<file path="config.mk">
export PLATFORM = sky130hd
export DESIGN_NAME = adaptive_snap_smoothing_filter_unit
export DESIGN_NICKNAME = d
export VERILOG_FILES = /design/src/sv/assf_pkg.sv /design/src/sv/assf_mul.sv /design/src/sv/assf_div.sv /design/src/sv/adaptive_snap_smoothing_filter_unit.sv
export SDC_FILE = /design/constraint.sdc
export NUM_CORES = 1
export LEC_CHECK = 0
export BUFFER_PORTS_ARGS = -buffer_cell sky130_fd_sc_hd__buf_2
export CELL_PAD_IN_SITES_DETAIL_PLACEMENT = 2
export CELL_PAD_IN_SITES_GLOBAL_PLACEMENT = 2
export CORE_MARGIN = 5
export CORE_UTILIZATION = 40
export DETAILED_ROUTE_END_ITERATION = 10
export PLACE_DENSITY_LB_ADDON = 0.1
export SKIP_CTS_REPAIR_TIMING = 1
export SLEW_MARGIN = 5
export SYNTH_ARGS = -nofsm -noshare
export SYNTH_HDL_FRONTEND = slang
export SYNTH_SLANG_ARGS = --single-unit
</file>
<file path="constraint.sdc">
create_clock -name aclk -period 8.4 [get_ports aclk]
set_clock_uncertainty 0.1 [all_clocks]
set_input_delay 1.26 -clock aclk [delete_from_list [all_inputs] [get_ports aclk]]
set_output_delay 1.26 -clock aclk [all_outputs]
set_load 0.005 [all_outputs]
</file>
<file path="src/sv/assf_pkg.sv">
// Shared types and fixed constants of the adaptive snap smoothing filter.
package assf_pkg;

    localparam int OUT_W      = 12;
    localparam int THR_W      = 12;
    localparam int FS_W       = 13;
    localparam int MULT_W     = 17;
    localparam int DIV_W      = 17;
    localparam int CFG_IDX_W  = 3;
    localparam int CFG_DATA_W = 17;

    localparam logic [MULT_W-1:0] MULT_ONE = 17'h10000;

    localparam logic [CFG_IDX_W-1:0] CFG_SLEEP_EN   = 3'd0;
    localparam logic [CFG_IDX_W-1:0] CFG_EDGE_EN    = 3'd1;
    localparam logic [CFG_IDX_W-1:0] CFG_SNAP_MULT  = 3'd2;
    localparam logic [CFG_IDX_W-1:0] CFG_THRESHOLD  = 3'd3;
    localparam logic [CFG_IDX_W-1:0] CFG_FULL_SCALE = 3'd4;

    typedef struct packed {
        logic start;
    } assf_ctl_t;

    typedef struct packed {
        logic busy;
        logic done;
    } assf_sts_t;

endpackage

</file>
<file path="src/sv/assf_mul.sv">
// Bit-serial shift-add multiplier: signed multiplicand, unsigned multiplier, MSB first.
module assf_mul #(
    parameter int AW = 34,
    parameter int BW = 17
) (
    input  logic                    aclk,
    input  logic                    aresetn,
    input  assf_pkg::assf_ctl_t     ctl,
    input  logic signed [AW-1:0]    a,
    input  logic [BW-1:0]           b,
    output assf_pkg::assf_sts_t     sts,
    output logic signed [AW+BW-1:0] p
);

    localparam int PW = AW + BW;
    localparam int CW = $clog2(BW + 1);

    logic signed [AW-1:0] a_reg;
    logic [BW-1:0]        b_reg;
    logic signed [PW-1:0] acc_reg;
    logic signed [PW-1:0] acc_next;
    logic signed [PW-1:0] addend;
    logic [CW-1:0]        cnt_reg;
    logic                 busy_reg;
    logic                 done_reg;

    assign addend   = b_reg[BW-1] ? PW'(a_reg) : '0;
    assign acc_next = (acc_reg <<< 1) + addend;

    always_ff @(posedge aclk) begin
        if (ctl.start) begin
            a_reg   <= a;
            b_reg   <= b;
            acc_reg <= '0;
        end else if (busy_reg) begin
            b_reg   <= {b_reg[BW-2:0], 1'b0};
            acc_reg <= acc_next;
        end
    end

    always_ff @(posedge aclk) begin
        if (!aresetn) begin
            cnt_reg  <= '0;
            busy_reg <= 1'b0;
            done_reg <= 1'b0;
        end else if (ctl.start) begin
            cnt_reg  <= CW'(BW);
            busy_reg <= 1'b1;
            done_reg <= 1'b0;
        end else if (busy_reg) begin
            cnt_reg  <= cnt_reg - 1'b1;
            busy_reg <= (cnt_reg != CW'(1));
            done_reg <= (cnt_reg == CW'(1));
        end else begin
            done_reg <= 1'b0;
        end
    end

    assign sts.busy = busy_reg;
    assign sts.done = done_reg;
    assign p        = acc_reg;

endmodule

</file>
<file path="src/sv/assf_div.sv">
// Restoring serial divider, one quotient bit per cycle; remainder starts below divisor.
module assf_div #(
    parameter int QW = 16
) (
    input  logic                          aclk,
    input  logic                          aresetn,
    input  assf_pkg::assf_ctl_t           ctl,
    input  logic [assf_pkg::DIV_W-1:0]    rem_init,
    input  logic [assf_pkg::DIV_W-1:0]    divisor,
    output assf_pkg::assf_sts_t           sts,
    output logic [QW-1:0]                 q
);

    localparam int RW = assf_pkg::DIV_W;
    localparam int CW = $clog2(QW + 1);

    logic [RW-1:0] rem_reg;
    logic [RW-1:0] div_reg;
    logic [QW-1:0] q_reg;
    logic [RW:0]   rem_shift;
    logic          fits;
    logic [RW-1:0] rem_next;
    logic [CW-1:0] cnt_reg;
    logic          busy_reg;
    logic          done_reg;

    assign rem_shift = {rem_reg, 1'b0};
    assign fits      = rem_shift >= {1'b0, div_reg};
    assign rem_next  = fits ? RW'(rem_shift - {1'b0, div_reg}) : rem_shift[RW-1:0];

    always_ff @(posedge aclk) begin
        if (ctl.start) begin
            rem_reg <= rem_init;
            div_reg <= divisor;
            q_reg   <= '0;
        end else if (busy_reg) begin
            rem_reg <= rem_next;
            q_reg   <= {q_reg[QW-2:0], fits};
        end
    end

    always_ff @(posedge aclk) begin
        if (!aresetn) begin
            cnt_reg  <= '0;
            busy_reg <= 1'b0;
            done_reg <= 1'b0;
        end else if (ctl.start) begin
            cnt_reg  <= CW'(QW);
            busy_reg <= 1'b1;
            done_reg <= 1'b0;
        end else if (busy_reg) begin
            cnt_reg  <= cnt_reg - 1'b1;
            busy_reg <= (cnt_reg != CW'(1));
            done_reg <= (cnt_reg == CW'(1));
        end else begin
            done_reg <= 1'b0;
        end
    end

    assign sts.busy = busy_reg;
    assign sts.done = done_reg;
    assign q        = q_reg;

endmodule

</file>
<file path="src/sv/adaptive_snap_smoothing_filter_unit.sv">
// Top level of the adaptive snap smoothing filter: control sequencer, state and ports.
// One ADC word in, one filtered word out. Words are handled one at a time; a word
// takes less time when the filter holds in sleep than when it updates. The time per
// word is set by the bit-serial multiplier, which runs up to three passes per word
// (error average, snap scale, level step), and by the serial divider of the snap
// curve. A new word is taken while the previous result still waits at the output
// register. Configuration writes are accepted at any time on the cfg port and must
// only be issued while the filter is idle.
module adaptive_snap_smoothing_filter_unit #(
    parameter int SAMPLE_BITS   = 12,
    parameter int FRACTION_BITS = 16
) (
    input  logic                              aclk,
    input  logic                              aresetn,
    input  logic                              cfg_valid,
    output logic                              cfg_ready,
    input  logic [assf_pkg::CFG_IDX_W-1:0]    cfg_index,
    input  logic [assf_pkg::CFG_DATA_W-1:0]   cfg_data,
    input  logic                              s_valid,
    output logic                              s_ready,
    input  logic [SAMPLE_BITS-1:0]            s_raw_sample,
    output logic                              m_valid,
    input  logic                              m_ready,
    output logic [assf_pkg::OUT_W-1:0]        m_filtered_value,
    output logic                              m_value_changed,
    output logic                              m_is_sleeping,
    output logic [assf_pkg::OUT_W-1:0]        m_raw_echo
);

    localparam int S    = SAMPLE_BITS;
    localparam int F    = FRACTION_BITS;
    localparam int OW   = assf_pkg::OUT_W;
    localparam int HI_W = (S > assf_pkg::THR_W) ? S : assf_pkg::THR_W;
    localparam int TW   = HI_W + 3;
    localparam int FSW  = HI_W + 2;
    localparam int DW   = TW + F + 1;
    localparam int AW   = DW + 1;
    localparam int BW   = (F > assf_pkg::MULT_W) ? F : assf_pkg::MULT_W;
    localparam int PW   = AW + BW;
    localparam int LW   = S + F;
    localparam int DV   = assf_pkg::DIV_W;

    localparam logic [BW-1:0]  WEIGHT    = BW'(((2 << F) + 2) / 5);
    localparam logic [F:0]     SNAP_ONE  = {1'b1, {F{1'b0}}};
    localparam logic [F:0]     SNAP_HALF = {2'b01, {(F-1){1'b0}}};
    localparam logic [FSW-1:0] FS_CAP    = FSW'(1) << S;

    localparam logic [3:0] ST_IDLE  = 4'd0;
    localparam logic [3:0] ST_TGT   = 4'd1;
    localparam logic [3:0] ST_EMUL  = 4'd2;
    localparam logic [3:0] ST_EWAIT = 4'd3;
    localparam logic [3:0] ST_SLP   = 4'd4;
    localparam logic [3:0] ST_XMUL  = 4'd5;
    localparam logic [3:0] ST_XWAIT = 4'd6;
    localparam logic [3:0] ST_DWAIT = 4'd7;
    localparam logic [3:0] ST_SNAP  = 4'd8;
    localparam logic [3:0] ST_LMUL  = 4'd9;
    localparam logic [3:0] ST_LWAIT = 4'd10;
    localparam logic [3:0] ST_CLAMP = 4'd11;
    localparam logic [3:0] ST_OUT   = 4'd12;

    logic [3:0] state_reg;

    logic                           sleep_en_reg;
    logic                           edge_en_reg;
    logic [assf_pkg::MULT_W-1:0]    mult_reg;
    logic [assf_pkg::THR_W-1:0]     thr_reg;
    logic [assf_pkg::FS_W-1:0]      fs_reg;

    logic [S-1:0]         raw_reg;
    logic signed [DW-1:0] tgtf_reg;
    logic signed [DW-1:0] d_reg;
    logic signed [DW-1:0] err_reg;
    logic [LW-1:0]        level_reg;
    logic                 sleep_flag_reg;
    logic                 hold_reg;
    logic [F:0]           snap_reg;
    logic signed [DW:0]   cand_reg;
    logic [OW-1:0]        last_reg;

    logic                 m_valid_reg;
    logic [OW-1:0]        m_value_reg;
    logic                 m_changed_reg;
    logic                 m_sleeping_reg;
    logic [OW-1:0]        m_raw_reg;

    logic [FSW-1:0]       fs_ext;
    logic [FSW-1:0]       fs_eff;
    logic [FSW-1:0]       fs_m1;
    logic signed [TW-1:0] raw_s;
    logic signed [TW-1:0] thr_s;
    logic signed [TW-1:0] fs_s;
    logic signed [TW-1:0] target_next;
    logic signed [DW-1:0] tgtf_next;
    logic signed [DW-1:0] d_next;
    logic [DW-1:0]        mag_e;
    logic [DW-1:0]        mag_d;
    logic [DW-1:0]        thr_f;
    logic                 flag_next;
    logic [assf_pkg::MULT_W-1:0] mult_cl;
    logic [F:0]           snap_adj;
    logic [LW-1:0]        top_l;
    logic signed [DW:0]   top_s;
    logic signed [DW:0]   level_s;
    logic [LW-1:0]        clamp_next;
    logic [OW+S-1:0]      value_ext;
    logic [OW-1:0]        value_out;
    logic [OW+S-1:0]      raw_ext;
    logic                 out_free;

    assf_pkg::assf_ctl_t  mul_ctl;
    assf_pkg::assf_sts_t  mul_sts;
    assf_pkg::assf_ctl_t  div_ctl;
    assf_pkg::assf_sts_t  div_sts;
    logic signed [AW-1:0] mul_a;
    logic [BW-1:0]        mul_b;
    logic signed [PW-1:0] mul_p;
    logic signed [PW-1:0] p_shift;
    logic                 x_big;
    logic [F-1:0]         div_q;

    // effective full scale and edge push
    assign fs_ext = FSW'(fs_reg);
    assign fs_eff = (fs_ext == '0) ? FSW'(1) : ((fs_ext > FS_CAP) ? FS_CAP : fs_ext);
    assign fs_m1  = fs_eff - 1'b1;
    assign raw_s  = $signed(TW'(raw_reg));
    assign thr_s  = $signed(TW'(thr_reg));
    assign fs_s   = $signed(TW'(fs_eff));

    always_comb begin
        target_next = raw_s;
        if (sleep_en_reg && edge_en_reg) begin
            if (raw_s < thr_s) begin
                target_next = (raw_s <<< 1) - thr_s;
            end else if (raw_s > fs_s - thr_s) begin
                target_next = (raw_s <<< 1) - fs_s + thr_s;
            end
        end
    end

    assign tgtf_next = DW'(target_next) <<< F;
    assign d_next    = tgtf_next - $signed(DW'(level_reg));

    assign mag_e     = err_reg[DW-1] ? DW'(-err_reg) : DW'(err_reg);
    assign mag_d     = d_reg[DW-1] ? DW'(-d_reg) : DW'(d_reg);
    assign thr_f     = DW'(thr_reg) << F;
    assign flag_next = sleep_en_reg ? (mag_e < thr_f) : sleep_flag_reg;
    assign mult_cl   = (mult_reg > assf_pkg::MULT_ONE) ? assf_pkg::MULT_ONE : mult_reg;

    assign snap_adj  = sleep_en_reg ? ({1'b0, snap_reg[F:1]} + SNAP_HALF) : snap_reg;

    assign top_l     = {fs_m1[S-1:0], {F{1'b0}}};
    assign top_s     = $signed((DW+1)'(top_l));
    assign level_s   = $signed((DW+1)'(level_reg));
    assign clamp_next = cand_reg[DW] ? '0 : ((cand_reg > top_s) ? top_l : cand_reg[LW-1:0]);

    assign value_ext = {{OW{1'b0}}, level_reg[LW-1:F]};
    assign value_out = value_ext[OW-1:0];
    assign raw_ext   = {{OW{1'b0}}, raw_reg};

    // shared serial arithmetic
    always_comb begin
        case (state_reg)
            ST_EMUL: begin
                mul_a = AW'(d_reg) - AW'(err_reg);
                mul_b = WEIGHT;
            end
            ST_XMUL: begin
                mul_a = $signed(AW'(mag_d[DW-1:F]));
                mul_b = BW'(mult_cl);
            end
            default: begin
                mul_a = AW'(d_reg);
                mul_b = BW'(snap_reg[F-1:0]);
            end
        endcase
    end

    assign mul_ctl.start = (state_reg == ST_EMUL) || (state_reg == ST_XMUL) ||
                           (state_reg == ST_LMUL);
    assign p_shift       = mul_p >>> F;
    assign x_big         = |mul_p[PW-1:DV-1];
    assign div_ctl.start = (state_reg == ST_XWAIT) && mul_sts.done && !x_big;

    assf_mul #(
        .AW (AW),
        .BW (BW)
    ) u_mul (
        .aclk    (aclk),
        .aresetn (aresetn),
        .ctl     (mul_ctl),
        .a       (mul_a),
        .b       (mul_b),
        .sts     (mul_sts),
        .p       (mul_p)
    );

    assf_div #(
        .QW (F)
    ) u_div (
        .aclk     (aclk),
        .aresetn  (aresetn),
        .ctl      (div_ctl),
        .rem_init ({mul_p[DV-2:0], 1'b0}),
        .divisor  ({1'b1, mul_p[DV-2:0]}),
        .sts      (div_sts),
        .q        (div_q)
    );

    // configuration
    assign cfg_ready = 1'b1;

    always_ff @(posedge aclk) begin
        if (!aresetn) begin
            sleep_en_reg <= 1'b0;
            edge_en_reg  <= 1'b1;
            mult_reg     <= '0;
            thr_reg      <= assf_pkg::THR_W'(25);
            fs_reg       <= assf_pkg::FS_W'(4096);
        end else if (cfg_valid) begin
            case (cfg_index)
                assf_pkg::CFG_SLEEP_EN:   sleep_en_reg <= cfg_data[0];
                assf_pkg::CFG_EDGE_EN:    edge_en_reg  <= cfg_data[0];
                assf_pkg::CFG_SNAP_MULT:  mult_reg     <= cfg_data[assf_pkg::MULT_W-1:0];
                assf_pkg::CFG_THRESHOLD:  thr_reg      <= cfg_data[assf_pkg::THR_W-1:0];
                assf_pkg::CFG_FULL_SCALE: fs_reg       <= cfg_data[assf_pkg::FS_W-1:0];
                default: ;
            endcase
        end
    end

    // sequencer
    assign out_free = !m_valid_reg || m_ready;

    always_ff @(posedge aclk) begin
        if (!aresetn) begin
            state_reg      <= ST_IDLE;
            err_reg        <= '0;
            level_reg      <= '0;
            sleep_flag_reg <= 1'b0;
            last_reg       <= '0;
            hold_reg       <= 1'b0;
        end else begin
            case (state_reg)
                ST_IDLE: begin
                    if (s_valid) begin
                        raw_reg   <= s_raw_sample;
                        state_reg <= ST_TGT;
                    end
                end
                ST_TGT: begin
                    tgtf_reg  <= tgtf_next;
                    d_reg     <= d_next;
                    state_reg <= ST_EMUL;
                end
                ST_EMUL: begin
                    state_reg <= ST_EWAIT;
                end
                ST_EWAIT: begin
                    if (mul_sts.done) begin
                        err_reg   <= err_reg + p_shift[DW-1:0];
                        state_reg <= ST_SLP;
                    end
                end
                ST_SLP: begin
                    sleep_flag_reg <= flag_next;
                    hold_reg       <= sleep_en_reg && flag_next;
                    state_reg      <= (sleep_en_reg && flag_next) ? ST_OUT : ST_XMUL;
                end
                ST_XMUL: begin
                    state_reg <= ST_XWAIT;
                end
                ST_XWAIT: begin
                    if (mul_sts.done) begin
                        if (x_big) begin
                            snap_reg  <= SNAP_ONE;
                            state_reg <= ST_SNAP;
                        end else begin
                            state_reg <= ST_DWAIT;
                        end
                    end
                end
                ST_DWAIT: begin
                    if (div_sts.done) begin
                        snap_reg  <= {1'b0, div_q};
                        state_reg <= ST_SNAP;
                    end
                end
                ST_SNAP: begin
                    if (snap_adj[F]) begin
                        cand_reg  <= (DW+1)'(tgtf_reg);
                        state_reg <= ST_CLAMP;
                    end else begin
                        snap_reg  <= snap_adj;
                        state_reg <= ST_LMUL;
                    end
                end
                ST_LMUL: begin
                    state_reg <= ST_LWAIT;
                end
                ST_LWAIT: begin
                    if (mul_sts.done) begin
                        cand_reg  <= level_s + (DW+1)'($signed(p_shift[DW-1:0]));
                        state_reg <= ST_CLAMP;
                    end
                end
                ST_CLAMP: begin
                    level_reg <= clamp_next;
                    state_reg <= ST_OUT;
                end
                ST_OUT: begin
                    if (out_free) begin
                        last_reg  <= value_out;
                        state_reg <= ST_IDLE;
                    end
                end
                default: begin
                    state_reg <= ST_IDLE;
                end
            endcase
        end
    end

    // result register
    always_ff @(posedge aclk) begin
        if (!aresetn) begin
            m_valid_reg <= 1'b0;
        end else if ((state_reg == ST_OUT) && out_free) begin
            m_valid_reg <= 1'b1;
        end else if (m_ready) begin
            m_valid_reg <= 1'b0;
        end
    end

    always_ff @(posedge aclk) begin
        if ((state_reg == ST_OUT) && out_free) begin
            m_value_reg    <= value_out;
            m_changed_reg  <= (value_out != last_reg);
            m_sleeping_reg <= hold_reg;
            m_raw_reg      <= raw_ext[OW-1:0];
        end
    end

    assign s_ready          = (state_reg == ST_IDLE);
    assign m_valid          = m_valid_reg;
    assign m_filtered_value = m_value_reg;
    assign m_value_changed  = m_changed_reg;
    assign m_is_sleeping    = m_sleeping_reg;
    assign m_raw_echo       = m_raw_reg;

    a_one_word: assert property (@(posedge aclk) disable iff (!aresetn)
        (s_valid && s_ready) |=> !s_ready)
        else $error("input word accepted while another is in flight");

    a_mul_free: assert property (@(posedge aclk) disable iff (!aresetn)
        mul_ctl.start |-> !mul_sts.busy)
        else $error("multiplier started while busy");

    a_div_free: assert property (@(posedge aclk) disable iff (!aresetn)
        div_ctl.start |-> (!div_sts.busy && !mul_sts.busy))
        else $error("divider started while arithmetic busy");

    a_out_src: assert property (@(posedge aclk) disable iff (!aresetn)
        $rose(m_valid) |-> $past(state_reg == ST_OUT))
        else $error("result raised outside output state");

endmodule

</file>
==> results.sh <==
export IMPL_outcome="completed"
export IMPL_overflow=0
export IMPL_hold_viol=0
export IMPL_worstRegToRegCells=28
export IMPL_syn_area_um2=28800
export IMPL_syn_instance_count=3261
export IMPL_diodes=0
export IMPL_nets=3608
export IMPL_die_x_um=278
export IMPL_powerDensity_nw_per_um2=260
export IMPL_grt_max_degree=75
export IMPL_gp_congestion=0.892
export IMPL_hp_class="flop to flop"
export IMPL_critPathKind="flop to flop"
export IMPL_yosys_register_bits=420
export IMPL_cts_sinks=420
export IMPL_hpwl_mm=85.2
export IMPL_synth_most_common_cell="nand2_1"
export IMPL_min_from="last_reg[11]$_SDFFE_PN0P_"
export IMPL_drcViolationCount=0
export IMPL_die_area_um2=77500
export IMPL_syn_area_per_cell_um2=8.83
export IMPL_clock_path_buffers=3
export IMPL_slew_viol_final=0
export IMPL_grt_pass1_vias=28000
export IMPL_dr_first_iter_drc_count=1425
export IMPL_grt_first_pass_wirelength_mm=171
export IMPL_ir_drop_mv=0.183
export IMPL_ff2ff_setup_slack_ns=0.44
export IMPL_crit_path_max_incr_delay_ns=0.57
export IMPL_p_switching_mw=3.33
export IMPL_path_clk_slew_ns=0.07
export IMPL_min_period_ns=7.96
export IMPL_cts_buffers=52
export IMPL_antenna_left=0
export IMPL_synthFlopType="edfxtp_1"
export IMPL_cts_htree_levels=2
export IMPL_timing_fmax_mhz=126
export IMPL_ios=66
export IMPL_p_leak_nw=13.0
export IMPL_netlist_area_leader_share_pct=22.6
export IMPL_routed_wl_mm=112
export IMPL_syn2layout_area_growth_pct=10.9
export IMPL_critPathCaptureType="flop"
export IMPL_maxCapViolCount=0
export IMPL_core_area_um2=71500
export IMPL_hold_path_end="last_reg[11]$_SDFFE_PN0P_"
export IMPL_cp_arrival_ns=8.21
export IMPL_largest_register_ffs=50
export IMPL_period_share_pct=94.7
export IMPL_cp_start_kind="flop"
export IMPL_cp_slowest_cell="or4_1"
export IMPL_comb_power_share_pct=35.4
export IMPL_vias_per_cell=5.97
export IMPL_ys_types=89
export IMPL_rows=98
export IMPL_power_frac_clock_pct=28.7
export IMPL_setup_tns_ns=0
export IMPL_drive_above_1_share_pct=6.92
export IMPL_die_h_um=278
export IMPL_fillerInstances=7813
export IMPL_clock_latency_ns=0.64
export IMPL_vias=25600
export IMPL_p_int_mw=4.98
export IMPL_synth_top_area_cell="edfxtp_1"
export IMPL_tightest_slew_ns=1.25
export IMPL_slew_limit_headroom_pct=16.4
export IMPL_sw_frac_of_total_pct=40.1
export IMPL_grt_util_all_layers_pct=27.9
export IMPL_initial_core_util_pct=40.3
export IMPL_post_drt_wl_per_cell_um=26.2
export IMPL_rsz0062_at_grt="no"
export IMPL_seq_area_frac_synth_pct=36.7
export IMPL_antenna_found_initial=3
export IMPL_ys_warn_count=0
export IMPL_clock_root_buffer="clkbuf_16"
export IMPL_synth_edf_count=217
export IMPL_port_buffers=64
export IMPL_netlist_top_cells_count="nand2_1, a21oi_1, ha_1"
export IMPL_dr_pass1_iters=5
export IMPL_worst_r2r_startpoint="fs_reg[2]$_SDFFE_PN0P_"
export IMPL_power_frac_seq_pct=35.9
export IMPL_setup_viol=0
export IMPL_hold_depth=2
export IMPL_synth_nets=3573
export IMPL_worstPathRequired_ns=8.65
export IMPL_critPathMaxFanout=10
export IMPL_ys_async_sr_fraction_pct=0
export IMPL_cts_tree="done"
export IMPL_r2r_end="d_reg[29]$_DFFE_PP_"
export IMPL_synthTopCellsByArea="edfxtp_1, dfxtp_1, ha_1"
export IMPL_p_total_mw=8.30
==> power groups by stage <==
| stage | registers, mW | logic (mW) | clock network, mW |
|---|---|---|---|
| global route | 3.00 | 3.20 | 2.51 |
| global placement | 3.00 | 2.72 | 0 |
| finish | 2.98 | 2.94 | 2.38 |
| CTS | 2.98 | 2.93 | 2.42 |
| floorplan | 2.72 | 2.11 | 0 |
| detailed placement | 3.01 | 2.89 | 0 |
==> worst max-delay path, delay by kind of cell (launching register included) <==
kind	cells	cell delay, ns
XOR/XNOR	2	0.30
flip-flops	1	0.34
adder cells (fa/ha/maj)	3	0.93
AND/OR/NAND/NOR	7	2.27
AO/OA/AOI/OAI	16	3.72
==> through the flow <==
| step | hold slack, ns | area (µm²) | setup WS (ns) | std cells | util [%] |
|---|---|---|---|---|---|
| after CTS | 0.377 | 31900 | 0.313 | 4286 | 44.6 |
| after floorplan | 0.309 | 28800 | 1.45 | 3261 | - |
| after global placement | 0.355 | 30100 | 0.692 | 4188 | 42.1 |
| after detailed placement | 0.369 | 30100 | 0.395 | 4188 | 42.1 |
| after global routing | 0.396 | 31900 | 0.0192 | 4290 | 44.7 |
| final | 0.372 | 31900 | 0.444 | 4290 | 44.7 |
==> routing by layer <==
metal  vias to the layer above  wire length, µm  GRT usage (%)
met5                         -               12              0
li1                      11900                -              -
met3                       141             4060           3.38
met1                     13100            49600           35.7
met4                         2             2840           7.05
met2                       465            55900           50.0
==> kinds of logic (layout without fill, tap and decap cells) <==
| kind of cell | Yosys count | after routing | synth area share [%] |
|---|---|---|---|
| and+or+nand+nor | 1066 | 1066 | 17.7 |
| adders and majority gates | 275 | 275 | 12.2 |
| buffers and inverters | 289 | 368 | 3.83 |
| muxes | 64 | 64 | 2.27 |
| AOI/OAI and AO/OA | 907 | 907 | 20.0 |
| xor gates and xnor gates | 239 | 239 | 7.27 |
| other | 1 | 1 | 0.0130 |
| DFF | 420 | 420 | 36.7 |
==> worst max-delay path by stage <==
stage,from,end,slack [ns],depth (start not counted)
finish,fs_reg[2]$_SDFFE_PN0P_,d_reg[29]$_DFFE_PP_,0.44,28
floorplan,fs_reg[3]$_SDFFE_PN0P_,d_reg[29]$_DFFE_PP_,1.45,32
global placement,fs_reg[2]$_SDFFE_PN0P_,d_reg[29]$_DFFE_PP_,0.69,28
global route,fs_reg[12]$_SDFFE_PN1P_,d_reg[29]$_DFFE_PP_,0.02,30
CTS,fs_reg[2]$_SDFFE_PN0P_,d_reg[29]$_DFFE_PP_,0.31,28
detailed placement,fs_reg[2]$_SDFFE_PN0P_,d_reg[29]$_DFFE_PP_,0.39,31
==> final cells by class <==
cell class | count | area [µm²] | area share [%]
Multi-Input combinational cell | 2552 | 17200 | 53.7
Clock buffer | 64 | 1420 | 4.44
Timing Repair Buffer | 95 | 553 | 1.73
Tap cell | 950 | 1190 | 3.72
Clock inverter | 34 | 374 | 1.17
Sequential cell | 420 | 10600 | 33.1
Inverter | 175 | 662 | 2.07
==> cells in the final DEF (no fill, tap or decap), types with 15 or more instances in the layout <==
master / count
nand2_1: 359
o21ai_0: 115
a21oi_1: 277
a22o_1: 20
o211ai_1: 18
xnor2_1: 132
nor3_1: 63
edfxtp_1: 217
a211oi_1: 38
o21ai_1: 89
clkbuf_16: 54
a21o_1: 82
or3_1: 24
or4_1: 15
a31oi_1: 36
buf_2: 64
buf_4: 31
nor2_1: 252
ha_1: 266
dfxtp_1: 202
o21a_1: 46
and2_1: 44
o21bai_1: 20
nand4_1: 35
a32oi_1: 23
xor2_1: 107
inv_1: 170
nand2b_1: 47
nor2b_1: 40
nand3_1: 67
nor4_1: 37
mux2i_1: 54
and3_1: 25
No activity file was read; power rests on OpenSTA's default activity.
